--- src/rtl/isc_pkg.sv ---
`default_nettype none
package isc_pkg;

	// lamp codes for vehicle heads (one-hot) and walk heads
	localparam logic [2:0] LAMP_RED    = 3'd1;
	localparam logic [2:0] LAMP_YELLOW = 3'd2;
	localparam logic [2:0] LAMP_GREEN  = 3'd4;
	localparam logic [1:0] WALK_RED    = 2'd1;
	localparam logic [1:0] WALK_GREEN  = 2'd2;

	// normal phase numbers
	localparam logic [2:0] PHASE_0    = 3'd0;
	localparam logic [2:0] PHASE_1    = 3'd1;
	localparam logic [2:0] PHASE_2    = 3'd2;
	localparam logic [2:0] PHASE_3    = 3'd3;
	localparam logic [2:0] PHASE_4    = 3'd4;
	localparam logic [2:0] PHASE_LAST = 3'd4;

	// register map
	localparam int          ADDR_W        = 4;
	localparam int          DATA_W        = 32;
	localparam int          TICK_W        = 16;
	localparam logic [1:0]  REG_NORMAL    = 2'd0;
	localparam logic [1:0]  REG_LONG      = 2'd1;
	localparam logic [1:0]  REG_CLEAR     = 2'd2;
	localparam logic [1:0]  REG_RED       = 2'd3;
	localparam logic [15:0] NORMAL_RESET  = 16'd100;
	localparam logic [15:0] LONG_RESET    = 16'd100;
	localparam logic [15:0] CLEAR_RESET   = 16'd10;
	localparam logic [15:0] RED_RESET     = 16'd30;

	typedef enum logic [1:0] {
		EMG_NONE  = 2'd0,
		EMG_CLEAR = 2'd1,
		EMG_RED   = 2'd2
	} emg_step_t;

	typedef struct packed {
		logic [15:0] normal_ticks;
		logic [15:0] long_ticks;
		logic [15:0] clear_ticks;
		logic [15:0] red_ticks;
	} timing_cfg_t;

	typedef struct packed {
		logic [2:0] main_road;
		logic [2:0] bridge;
		logic [2:0] left_turn;
		logic [2:0] cross_car;
		logic [2:0] cross_bus;
		logic [1:0] main_walk;
		logic [1:0] cross_walk;
		logic       beacon;
	} lamps_t;

	// lamp pattern for a phase and emergency step
	function automatic lamps_t isc_lamps(input logic [2:0] phase, input emg_step_t step);
		lamps_t l;
		l = '{LAMP_RED, LAMP_RED, LAMP_RED, LAMP_RED, LAMP_RED, WALK_RED, WALK_RED, 1'b0};
		case (step)
			EMG_NONE: begin
				case (phase)
					PHASE_1: l = '{LAMP_GREEN, LAMP_RED, LAMP_GREEN, LAMP_RED, LAMP_RED,
						WALK_RED, WALK_GREEN, 1'b0};
					PHASE_2, PHASE_4: l = '{LAMP_YELLOW, LAMP_YELLOW, LAMP_YELLOW,
						LAMP_YELLOW, LAMP_YELLOW, WALK_RED, WALK_RED, 1'b0};
					PHASE_3: l = '{LAMP_RED, LAMP_RED, LAMP_RED, LAMP_GREEN, LAMP_GREEN,
						WALK_GREEN, WALK_RED, 1'b0};
					default: l = '{LAMP_GREEN, LAMP_GREEN, LAMP_RED, LAMP_RED, LAMP_RED,
						WALK_RED, WALK_GREEN, 1'b0};
				endcase
			end
			EMG_CLEAR: begin
				case (phase)
					PHASE_1: begin
						l.main_road = LAMP_YELLOW;
						l.left_turn = LAMP_YELLOW;
					end
					PHASE_2, PHASE_4: l.beacon = 1'b0;
					PHASE_3: begin
						l.cross_car = LAMP_YELLOW;
						l.cross_bus = LAMP_YELLOW;
					end
					default: begin
						l.main_road = LAMP_YELLOW;
						l.bridge    = LAMP_YELLOW;
					end
				endcase
			end
			default: l.beacon = 1'b1;
		endcase
		return l;
	endfunction

endpackage
`default_nettype wire

--- src/rtl/isc_regs.sv ---
`default_nettype none
module isc_regs (
	input  wire logic                        clk,
	input  wire logic                        arst_n,
	input  wire logic                        psel,
	input  wire logic                        penable,
	input  wire logic                        pwrite,
	input  wire logic [isc_pkg::ADDR_W-1:0]  paddr,
	input  wire logic [isc_pkg::DATA_W-1:0]  pwdata,
	output logic      [isc_pkg::DATA_W-1:0]  prdata,
	output logic                             pready,
	output isc_pkg::timing_cfg_t             cfg
);
	import isc_pkg::*;

	timing_cfg_t cfg_q;
	logic        wr_en;
	logic [1:0]  reg_sel;

	assign pready  = 1'b1;
	assign wr_en   = psel & penable & pwrite;
	assign reg_sel = paddr[3:2];
	assign cfg     = cfg_q;

	// register writes on the access cycle
	always_ff @(posedge clk or negedge arst_n) begin
		if (!arst_n) begin
			cfg_q.normal_ticks <= NORMAL_RESET;
			cfg_q.long_ticks   <= LONG_RESET;
			cfg_q.clear_ticks  <= CLEAR_RESET;
			cfg_q.red_ticks    <= RED_RESET;
		end else if (wr_en) begin
			case (reg_sel)
				REG_NORMAL: cfg_q.normal_ticks <= pwdata[TICK_W-1:0];
				REG_LONG:   cfg_q.long_ticks   <= pwdata[TICK_W-1:0];
				REG_CLEAR:  cfg_q.clear_ticks  <= pwdata[TICK_W-1:0];
				default:    cfg_q.red_ticks    <= pwdata[TICK_W-1:0];
			endcase
		end
	end

	// read-back mux
	always_comb begin
		case (reg_sel)
			REG_NORMAL: prdata = {{(DATA_W-TICK_W){1'b0}}, cfg_q.normal_ticks};
			REG_LONG:   prdata = {{(DATA_W-TICK_W){1'b0}}, cfg_q.long_ticks};
			REG_CLEAR:  prdata = {{(DATA_W-TICK_W){1'b0}}, cfg_q.clear_ticks};
			default:    prdata = {{(DATA_W-TICK_W){1'b0}}, cfg_q.red_ticks};
		endcase
	end

endmodule
`default_nettype wire

--- src/rtl/isc_core.sv ---
`default_nettype none
module isc_core (
	input  wire logic                  clk,
	input  wire logic                  arst_n,
	input  wire isc_pkg::timing_cfg_t  cfg,
	input  wire logic                  tick_valid,
	output logic                       tick_stall,
	input  wire logic                  button_pressed,
	output logic                       lamp_valid,
	input  wire logic                  lamp_stall,
	output isc_pkg::lamps_t            lamps,
	output logic [2:0]                 phase_now
);
	import isc_pkg::*;

	// input stage
	logic        valid_s1;
	logic        button_s1;
	// controller state
	logic [2:0]  phase_q;
	emg_step_t   step_q;
	logic        latch_q;
	logic [15:0] count_q;
	// result register
	logic        out_valid_q;
	lamps_t      lamps_q;
	logic [2:0]  phase_out_q;

	logic        out_free;
	logic        adv;
	logic        accept_in;
	logic [15:0] step_len;
	logic        step_end;
	logic        latch_nxt;
	logic [2:0]  phase_nxt;
	emg_step_t   step_nxt;
	logic [15:0] count_nxt;
	logic        has_clear;

	// handshake between the stages
	assign out_free   = !out_valid_q || !lamp_stall;
	assign adv        = valid_s1 && out_free;
	assign tick_stall = valid_s1 && !out_free;
	assign accept_in  = tick_valid && !tick_stall;

	// input register
	always_ff @(posedge clk or negedge arst_n) begin
		if (!arst_n) begin
			valid_s1 <= 1'b0;
		end else if (accept_in) begin
			valid_s1 <= 1'b1;
		end else if (adv) begin
			valid_s1 <= 1'b0;
		end
	end

	always_ff @(posedge clk) begin
		if (accept_in) begin
			button_s1 <= button_pressed;
		end
	end

	// length of the current step
	always_comb begin
		case (step_q)
			EMG_NONE:  step_len = cfg.normal_ticks;
			EMG_CLEAR: step_len = (phase_q == PHASE_1) ? cfg.clear_ticks : cfg.long_ticks;
			default:   step_len = (phase_q == PHASE_1) ? cfg.red_ticks : cfg.long_ticks;
		endcase
	end

	assign step_end  = ({1'b0, count_q} + 17'd1) >= {1'b0, step_len};
	assign latch_nxt = latch_q | ((step_q == EMG_NONE) & button_s1);
	assign has_clear = (phase_q == PHASE_0) || (phase_q == PHASE_1) || (phase_q == PHASE_3);

	// next state of the sequencer
	always_comb begin
		phase_nxt = phase_q;
		step_nxt  = step_q;
		count_nxt = count_q + 16'd1;
		if (step_end) begin
			count_nxt = '0;
			case (step_q)
				EMG_NONE: begin
					if (latch_nxt)
						step_nxt = has_clear ? EMG_CLEAR : EMG_RED;
					else
						phase_nxt = (phase_q == PHASE_LAST) ? PHASE_0 : phase_q + 3'd1;
				end
				EMG_CLEAR: step_nxt = EMG_RED;
				default:   step_nxt = EMG_NONE;
			endcase
		end
	end

	always_ff @(posedge clk or negedge arst_n) begin
		if (!arst_n) begin
			phase_q <= PHASE_0;
			step_q  <= EMG_NONE;
			latch_q <= 1'b0;
			count_q <= '0;
		end else if (adv) begin
			phase_q <= phase_nxt;
			step_q  <= step_nxt;
			latch_q <= (step_end && step_q != EMG_NONE && step_q != EMG_CLEAR) ? 1'b0 : latch_nxt;
			count_q <= count_nxt;
		end
	end

	// result register
	always_ff @(posedge clk or negedge arst_n) begin
		if (!arst_n) begin
			out_valid_q <= 1'b0;
		end else if (adv) begin
			out_valid_q <= 1'b1;
		end else if (!lamp_stall) begin
			out_valid_q <= 1'b0;
		end
	end

	always_ff @(posedge clk) begin
		if (adv) begin
			lamps_q     <= isc_lamps(phase_q, step_q);
			phase_out_q <= phase_q;
		end
	end

	assign lamp_valid = out_valid_q;
	assign lamps      = lamps_q;
	assign phase_now  = phase_out_q;

`ifndef SYNTH
	a_emg_latched: assert property (@(posedge clk) disable iff (!arst_n)
		(step_q != EMG_NONE) |-> latch_q)
		else $error("emergency step active without a latched press");
	a_clear_phase: assert property (@(posedge clk) disable iff (!arst_n)
		(step_q == EMG_CLEAR) |-> (phase_q == PHASE_0 || phase_q == PHASE_1 ||
			phase_q == PHASE_3))
		else $error("clearance step in a phase without one");
	a_phase_range: assert property (@(posedge clk) disable iff (!arst_n)
		phase_q <= PHASE_LAST)
		else $error("phase out of range");
	a_beacon_red: assert property (@(posedge clk) disable iff (!arst_n)
		(out_valid_q && lamps_q.beacon) |-> (lamps_q.main_road == LAMP_RED &&
			lamps_q.cross_car == LAMP_RED && lamps_q.main_walk == WALK_RED &&
			lamps_q.cross_walk == WALK_RED))
		else $error("beacon lit while a head is not red");
	a_no_lost_transfer: assert property (@(posedge clk) disable iff (!arst_n)
		(valid_s1 && !adv) |=> valid_s1)
		else $error("buffered tick dropped");
`endif

endmodule
`default_nettype wire

--- src/rtl/intersection_signal_controller.sv ---
// Intersection signal controller.
// Tick channel: one transfer per 100 ms tick (tick_valid, tick_stall,
// button_pressed). Lamp channel: one transfer per tick giving the lamps
// shown during that tick (lamp_valid, lamp_stall, heads, beacon, phase_now).
// A tick is taken into an input register, the sequencer works on it once the
// output register is free and its lamp result sits in an output register.
// One tick per cycle is sustained while lamp_stall stays low; the only state
// loop is the phase/step/tick counter update, once per tick.
// When lamp_stall holds the result, one further tick is still taken into the
// input register; only then does tick_stall rise, combinationally from
// lamp_stall. Timing registers sit on an APB port at byte addresses 0, 4, 8
// and 12 (normal, long, clearance, short all-red), 16 bits each. The user makes
// writes only while no tick is in flight; the block does not enforce this.
// Reset (arst_n low) empties both registers, loads the default timings and
// starts phase 0 at its first tick with no press latched.
`default_nettype none
module intersection_signal_controller (
	input  wire logic                        clk,
	input  wire logic                        arst_n,
	input  wire logic                        psel,
	input  wire logic                        penable,
	input  wire logic                        pwrite,
	input  wire logic [isc_pkg::ADDR_W-1:0]  paddr,
	input  wire logic [isc_pkg::DATA_W-1:0]  pwdata,
	output logic      [isc_pkg::DATA_W-1:0]  prdata,
	output logic                             pready,
	input  wire logic                        tick_valid,
	output logic                             tick_stall,
	input  wire logic                        button_pressed,
	output logic                             lamp_valid,
	input  wire logic                        lamp_stall,
	output logic      [2:0]                  main_road_head,
	output logic      [2:0]                  bridge_head,
	output logic      [2:0]                  left_turn_head,
	output logic      [2:0]                  cross_car_head,
	output logic      [2:0]                  cross_bus_head,
	output logic      [1:0]                  main_walk_head,
	output logic      [1:0]                  cross_walk_head,
	output logic                             beacon,
	output logic      [2:0]                  phase_now
);
	import isc_pkg::*;

	timing_cfg_t cfg;
	lamps_t      lamps;

	isc_regs u_regs (
		.clk     (clk),
		.arst_n  (arst_n),
		.psel    (psel),
		.penable (penable),
		.pwrite  (pwrite),
		.paddr   (paddr),
		.pwdata  (pwdata),
		.prdata  (prdata),
		.pready  (pready),
		.cfg     (cfg)
	);

	isc_core u_core (
		.clk            (clk),
		.arst_n         (arst_n),
		.cfg            (cfg),
		.tick_valid     (tick_valid),
		.tick_stall     (tick_stall),
		.button_pressed (button_pressed),
		.lamp_valid     (lamp_valid),
		.lamp_stall     (lamp_stall),
		.lamps          (lamps),
		.phase_now      (phase_now)
	);

	// break the lamp bundle out onto the ports
	assign main_road_head  = lamps.main_road;
	assign bridge_head     = lamps.bridge;
	assign left_turn_head  = lamps.left_turn;
	assign cross_car_head  = lamps.cross_car;
	assign cross_bus_head  = lamps.cross_bus;
	assign main_walk_head  = lamps.main_walk;
	assign cross_walk_head = lamps.cross_walk;
	assign beacon          = lamps.beacon;

endmodule
`default_nettype wire

--- config.mk ---
export PLATFORM = sky130hd
export DESIGN_NAME = intersection_signal_controller
export DESIGN_NICKNAME = d
export VERILOG_FILES = /design/src/rtl/isc_pkg.sv /design/src/rtl/isc_regs.sv /design/src/rtl/isc_core.sv /design/src/rtl/intersection_signal_controller.sv
export SDC_FILE = /design/constraint.sdc
export NUM_CORES = 1
export LEC_CHECK = 0
export BUFFER_PORTS_ARGS = -buffer_cell sky130_fd_sc_hd__buf_4
export CORE_ASPECT_RATIO = 0.7
export CORE_MARGIN = 2
export CORE_UTILIZATION = 30
export CTS_BUF_LIST = sky130_fd_sc_hd__clkbuf_4 sky130_fd_sc_hd__clkbuf_8
export CTS_CLUSTER_SIZE = 16
export DETAILED_ROUTE_END_ITERATION = 8
export HOLD_SLACK_MARGIN = 0.15
export PLACE_DENSITY_LB_ADDON = 0.12
export SETUP_SLACK_MARGIN = 0.5
export SKIP_CTS_REPAIR_TIMING = 1
export SYNTH_ARGS = -nofsm -noshare
export SYNTH_HDL_FRONTEND = slang
export SYNTH_SLANG_ARGS = --single-unit
--- constraint.sdc ---
create_clock -name clk -period 3.8 [get_ports clk]
set_clock_uncertainty 0.15 [all_clocks]
set_input_delay 0.95 -clock clk [delete_from_list [all_inputs] [get_ports clk]]
set_output_delay 0.95 -clock clk [all_outputs]
set_load 0.05 [all_outputs]
# Yosys cells after proc, flatten, opt, wreduce, memory -nomap -nowiden
# Cells that the tools add are included.
# Widths: inputs -> output; s select.
totals:
  inputBits: 44
  reg_bits: 112
  out_inout_bits: 58
  word_cells: 88
classes:
  n_eq_ne: 10
  n_bitwise: 6
  reduce_logical: 27
  n_addsub: 3
  magnitude_cmp: 1
  mux: 21
ops:
  columns: ["op", "n"]
  rows:
  - ["$pmux 20 s3", 1]
  - ["$mux 16", 3]
  - ["$pmux 16 s3", 1]
  - ["$pmux 16 s2", 1]
  - ["$pmux 15 s2", 1]
  - ["$add 16x1->17 const B", 1]
  - ["$ge 17x16->1", 1]
  - ["$add 16x1->16 const B", 1]
  - ["$mux 2", 5]
  - ["$reduce_and 2->1", 4]
  - ["$eq 3x2->1 const B", 2]
  - ["$ne 2x1->1 const B", 3]
  - ["$reduce_or 3->1", 2]
  - ["$logic_and 1x1->1", 5]
  - ["$mux 1", 5]
  - ["$mux 5", 1]
  - ["$eq 2x1->1 const B", 2]
  - ["$logic_not 1->1", 4]
  - ["$logic_not 2->1", 2]
  - ["$pmux 2 s2", 1]
  - ["$reduce_and 4->1", 1]
  - ["$reduce_bool 2->1", 2]
  - ["$reduce_or 4->1", 1]
  - ["$add 3x1->3 const B", 1]
  - ["other kinds (12)", 17]

# Logic depth before layout (Yosys ltp)
depth:
  word_depth: 7
  ltp_mapped: 18
  mapped_depth_nobuf: 15

# Cells and area by module
# From an unflattened synthesis, not the netlist that was laid out.
unflattened:
  cells_unflattened: 555
  hier_area_um2: 6202.2
by_module_without_submodules:
  columns: ["module", "cells_per_inst", "area_each_um2", "n_inst"]
  rows:
  - ["isc_core", 375, 3181.8, 1]
  - ["isc_regs", 180, 3020.4, 1]

# Worst setup path after synthesis
# OpenSTA, ideal clock, no wires.
synth_path:
  path_type: "register -> register"
  start: "register u_core.phase_q[1]"
  end: "register u_core.count_q[2]"
  arrival_ps: 3249
  path_slack_ps: 337
  setup_time_ps: 64
  t_required_ps: 3586
  path_stages_with_launch: 17
  path_cell_list: "dfrtp_1 inv_1 ha_1 nand2b_1 clkbuf_1 buf_1 nor2_1 a21oi_1 o221ai_1 ha_1 a211oi_2 o221ai_1 a211oi_1 o211ai_2 buf_6 or4_1 a21bo_1"
synth_via:
  elab_chain_cells: 5
  word_cells_on_any_way: 6
  classes_between: "order compare (1); eq/ne (1); mux (4)"
synth_lines:
  columns: ["item", "line_no", "text"]
  rows:
  - ["start, declared", "isc_core.sv:20", "logic [2:0] phase_q;"]
  - ["start signal, assigned", "isc_core.sv:103", "phase_q <= phase_nxt;"]
  - ["$eq 3x1->1 (*)", "isc_core.sv:67, isc_core.sv:68", null]
  - ["$mux 16, on equally long branches", "isc_core.sv:68, isc_core.sv:67", null]
  - ["$pmux 16 s2 (*)", "isc_core.sv:65", "case (step_q)"]
  - ["$ge 17x16->1 (*)", "isc_core.sv:72", "assign step_end = ({1'b0, count_q} + 17'd1) >= {1'b0, step_len};"]
  - ["$mux 16 (*)", "isc_core.sv:81", "if (step_end) begin"]
  - ["end signal, assigned", "isc_core.sv:106", "count_q <= count_nxt;"]
  - ["end, declared", "isc_core.sv:23", "logic [15:0] count_q;"]
# Every way passes the cells marked *; elsewhere a longest branch is shown, timed or not.
# A chain may end at the register's enable or synchronous reset.

# Worst setup path after layout
# Same ends and word-level chain as after synthesis.

==> flow_metrics.env <==
export IMPL_min_from="u_core.valid_s1$_DFFE_PN0P_"
export IMPL_antenna_found_initial=0
export IMPL_dp_final_hpwl_mm=10.4
export IMPL_drive_gt1_frac=0.378
export IMPL_period_share=0.885
export IMPL_worstSetupEndpointType="flip-flop"
export IMPL_hold_viol_final=0
export IMPL_syn_to_final_growth_pct=20.7
export IMPL_seq_area_frac_synth=0.467
export IMPL_core_area_um2=19900
export IMPL_drc_errors=0
export IMPL_wl_met3_um=649
export IMPL_dr_pass1_iters=4
export IMPL_required_ns=3.99
export IMPL_chipWidth_um=174
export IMPL_peakVddDrop_mv=0.223
export IMPL_ys_seq_elements=109
export IMPL_syn_area_um2=6090
export IMPL_clockRootBuffer="clkbuf_8"
export IMPL_rrSetupSlack_ns=0.44
export IMPL_synth_edf_count=21
export IMPL_critPathArrivalTime_ns=3.55
export IMPL_path_buf_inv=2
export IMPL_rr_worst_depth=14
export IMPL_row_count=43
export IMPL_slew_headroom=0.455
export IMPL_r2r_start="u_core.phase_q[1]$_DFFE_PN0P_"
export IMPL_first_global_vias=4207
export IMPL_hp_class="reg -> reg"
export IMPL_synth_async_reset_ratio=0.807
export IMPL_wl_per_cell_um=17.2
export IMPL_critPathMaxStageDelay_ns=0.42
export IMPL_synthFlopType="dfrtp_1"
export IMPL_finalMaxSlewViolations=0
export IMPL_slowest_stage="or4_1"
export IMPL_port_buffer_count=66
export IMPL_cts_sinks=109
export IMPL_dr_max_layer_used="met4"
export IMPL_vias=4394
export IMPL_grt_pass1_wl_mm=23.8
export IMPL_clk_pin_slew_worst_paths_ns=0.11
export IMPL_fin_area_um2=7360
export IMPL_finalNetCount=691
export IMPL_r2r_end="u_core.count_q[2]$_DFFE_PN0P_"
export IMPL_setup_viol=0
export IMPL_worstSetupStartpointType="flip-flop"
export IMPL_cts_tree="built"
export IMPL_vias_per_cell=4.88
export IMPL_gr_total_overflow=0
export IMPL_cts_inserted_buffers=9
export IMPL_whs_path_depth=1
export IMPL_worst_pin_slew_ns=0.817
export IMPL_dr_wl_met2_mm=6.97
export IMPL_drt_iter0_markers=186
export IMPL_path_class="reg -> reg"
export IMPL_htreeDepth=3
export IMPL_period_needed_ns=3.36
export IMPL_powerDensity_nw_per_um2=725
export IMPL_path_cells="inv_2, ha_4, nor2b_4, buf_12, nor2_1, o21ai_1, o221ai_2, ha_1, a211oi_2, o221ai_2, a211oi_2, o211ai_4, or4_1, a21bo_1"
export IMPL_routed_wl_mm=15.5
export IMPL_rsz0062_at_grt="yes"
export IMPL_fillers=1956
export IMPL_initial_core_util=0.307
export IMPL_pin_count=102
export IMPL_outcome="finished, final reports clean"
export IMPL_critPathLaunch="u_core.phase_q[1]$_DFFE_PN0P_"
export IMPL_antenna_left=0
export IMPL_cts_buffer_depth=2
export IMPL_grt_max_degree=60
export IMPL_worstPathMaxFanout=10
export IMPL_p_leak_nw=3.18
export IMPL_die_y_um=123
export IMPL_maxCapViolations=0
export IMPL_wl_met1_mm=7.60
export IMPL_grt_usage=0.145
export IMPL_fmax_mhz=297
export IMPL_die_area_um2=21500
export IMPL_synth_area_per_cell_um2=11.1
export IMPL_yosysUniqueCellTypes=48
export IMPL_placed_area_um2=6950
export IMPL_insertion_delay_ns=0.40
export IMPL_critical_path_top_delay_family="compound AO/OA/AOI/OAI gates"
export IMPL_synthCells=551
export IMPL_gp_congestion=0.748
export IMPL_antenna_diode_count=0
export IMPL_min_to="u_core.lamp_valid$_DFFE_PN0P_"
export IMPL_finalSetupTns_ns=0
export IMPL_yosysWarnings=0
## power breakdown
part	internal (W)	total (W)	switching, W	leakage, nW
Combinational	0.00112	0.00273	0.00161	1.81
Sequential	0.00156	0.00183	0.000273	1.26
Clock	0.000348	0.000779	0.000431	0.104
Total	0.00302	0.00533	0.00231	3.18
## worst register-to-register path, cell delays in order, from the launching register on
cell	delay, ns
dfrtp_1	0.40
inv_2	0.08
ha_4	0.14
nor2b_4	0.20
buf_12	0.16
nor2_1	0.05
o21ai_1	0.16
o221ai_2	0.15
ha_1	0.36
a211oi_2	0.25
o221ai_2	0.14
a211oi_2	0.29
o211ai_4	0.16
or4_1	0.42
a21bo_1	0.19
## metrics by stage
| stage | total power, W | utilization | hold WS [ns] | setup WS (ns) | instances |
|---|---|---|---|---|---|
| after CTS | 0.00522 | 0.361 | 0.372 | 0.0424 | 896 |
| after detailed placement | 0.00443 | 0.350 | 0.342 | 0.0607 | 880 |
| final | 0.00533 | 0.371 | 0.369 | 0.436 | 900 |
| after global placement | 0.00437 | 0.350 | 0.324 | 0.113 | 880 |
| after global routing | 0.00572 | 0.371 | 0.408 | 0.252 | 900 |
| after floorplan | 0.00363 | - | 0.307 | 0.503 | 566 |
## state kept, by name, indices dropped and copies added, names as in the netlist
register           cells
u_regs.cfg            64
u_core.lamps          17
u_core.count_q        16
u_core.phase_now       3
u_core.phase_q         3
u_core.step_q          2
u_core.button_s1       1
u_core.lamp_valid      1
u_core.latch_q         1
u_core.valid_s1        1
## worst max path at each step
| stage | endpoint | slack, ns | depth (start not counted) |
|---|---|---|---|
| after CTS | u_core.count_q[0]$_DFFE_PN0P_ | 0.04 | 15 |
| after global routing | u_core.count_q[2]$_DFFE_PN0P_ | 0.25 | 14 |
| after floorplan | u_core.count_q[2]$_DFFE_PN0P_ | 0.50 | 15 |
| final | u_core.count_q[2]$_DFFE_PN0P_ | 0.44 | 14 |
| after global placement | u_core.phase_q[2]$_DFFE_PN0P_ | 0.11 | 14 |
| after detailed placement | u_core.count_q[0]$_DFFE_PN0P_ | 0.06 | 15 |
## layer usage
layer,vias to the layer above,GRT usage
li1,2107,-
met1,2179,0.200
met2,94,0.233
met3,14,0.0317
met4,0,0.0373
met5,-,0
## cell families (layout without fill, tap and decap cells)
group | Yosys count | in the layout | synth area share
and+or+nand+nor | 157 | 157 | 0.119
other | 2 | 17 | 0.00123
xor gates and xnor gates | 14 | 14 | 0.0201
buffers and inverters | 58 | 122 | 0.0505
muxes | 86 | 86 | 0.188
DFF | 109 | 109 | 0.467
AOI/OAI and AO/OA | 103 | 103 | 0.108
adders and majority gates | 22 | 22 | 0.0452
## synth_stat cells, types with 4 or more instances
library cell | number | area [um2]
o21ai_0 | 32 | 160
o221ai_1 | 16 | 140
edfxtp_1 | 21 | 631
buf_4 | 20 | 150
mux2_2 | 68 | 766
or3_1 | 4 | 25.0
xnor2_1 | 8 | 70.1
nor2_1 | 76 | 285
nand2b_1 | 6 | 37.5
buf_2 | 6 | 30.0
nand3_1 | 10 | 50.1
and3_1 | 6 | 37.5
dfrtp_1 | 76 | 1900
mux4_2 | 16 | 360
ha_1 | 22 | 275
clkbuf_1 | 20 | 75.1
inv_1 | 8 | 30.0
xor2_1 | 6 | 52.6
a21o_1 | 8 | 60.1
nand2_1 | 32 | 120
nor3_1 | 5 | 25.0
a21oi_1 | 32 | 160
dfstp_2 | 12 | 315
## cell usage in the layout, fill, tap and decap left out, types with 16 or more instances in the layout
| master | instances |
|---|---|
| mux2_2 | 68 |
| o21ai_0 | 19 |
| ha_1 | 20 |
| conb_1 | 17 |
| edfxtp_1 | 21 |
| nor2_1 | 75 |
| a21oi_1 | 32 |
| mux4_2 | 16 |
| dfrtp_1 | 74 |
| buf_4 | 91 |
| nand2_1 | 31 |
## area by class of cell
cell class,instances,area (um2),area share
tap,270,338,0.0459
multi-input combinational,399,3110,0.423
timing repair buffer,97,803,0.109
inverter,9,33.8,0.00459
clock inverter,5,65.1,0.00885
clock buffer,11,151,0.0206
sequential,109,2850,0.387
(Power assumes the default switching activity.)
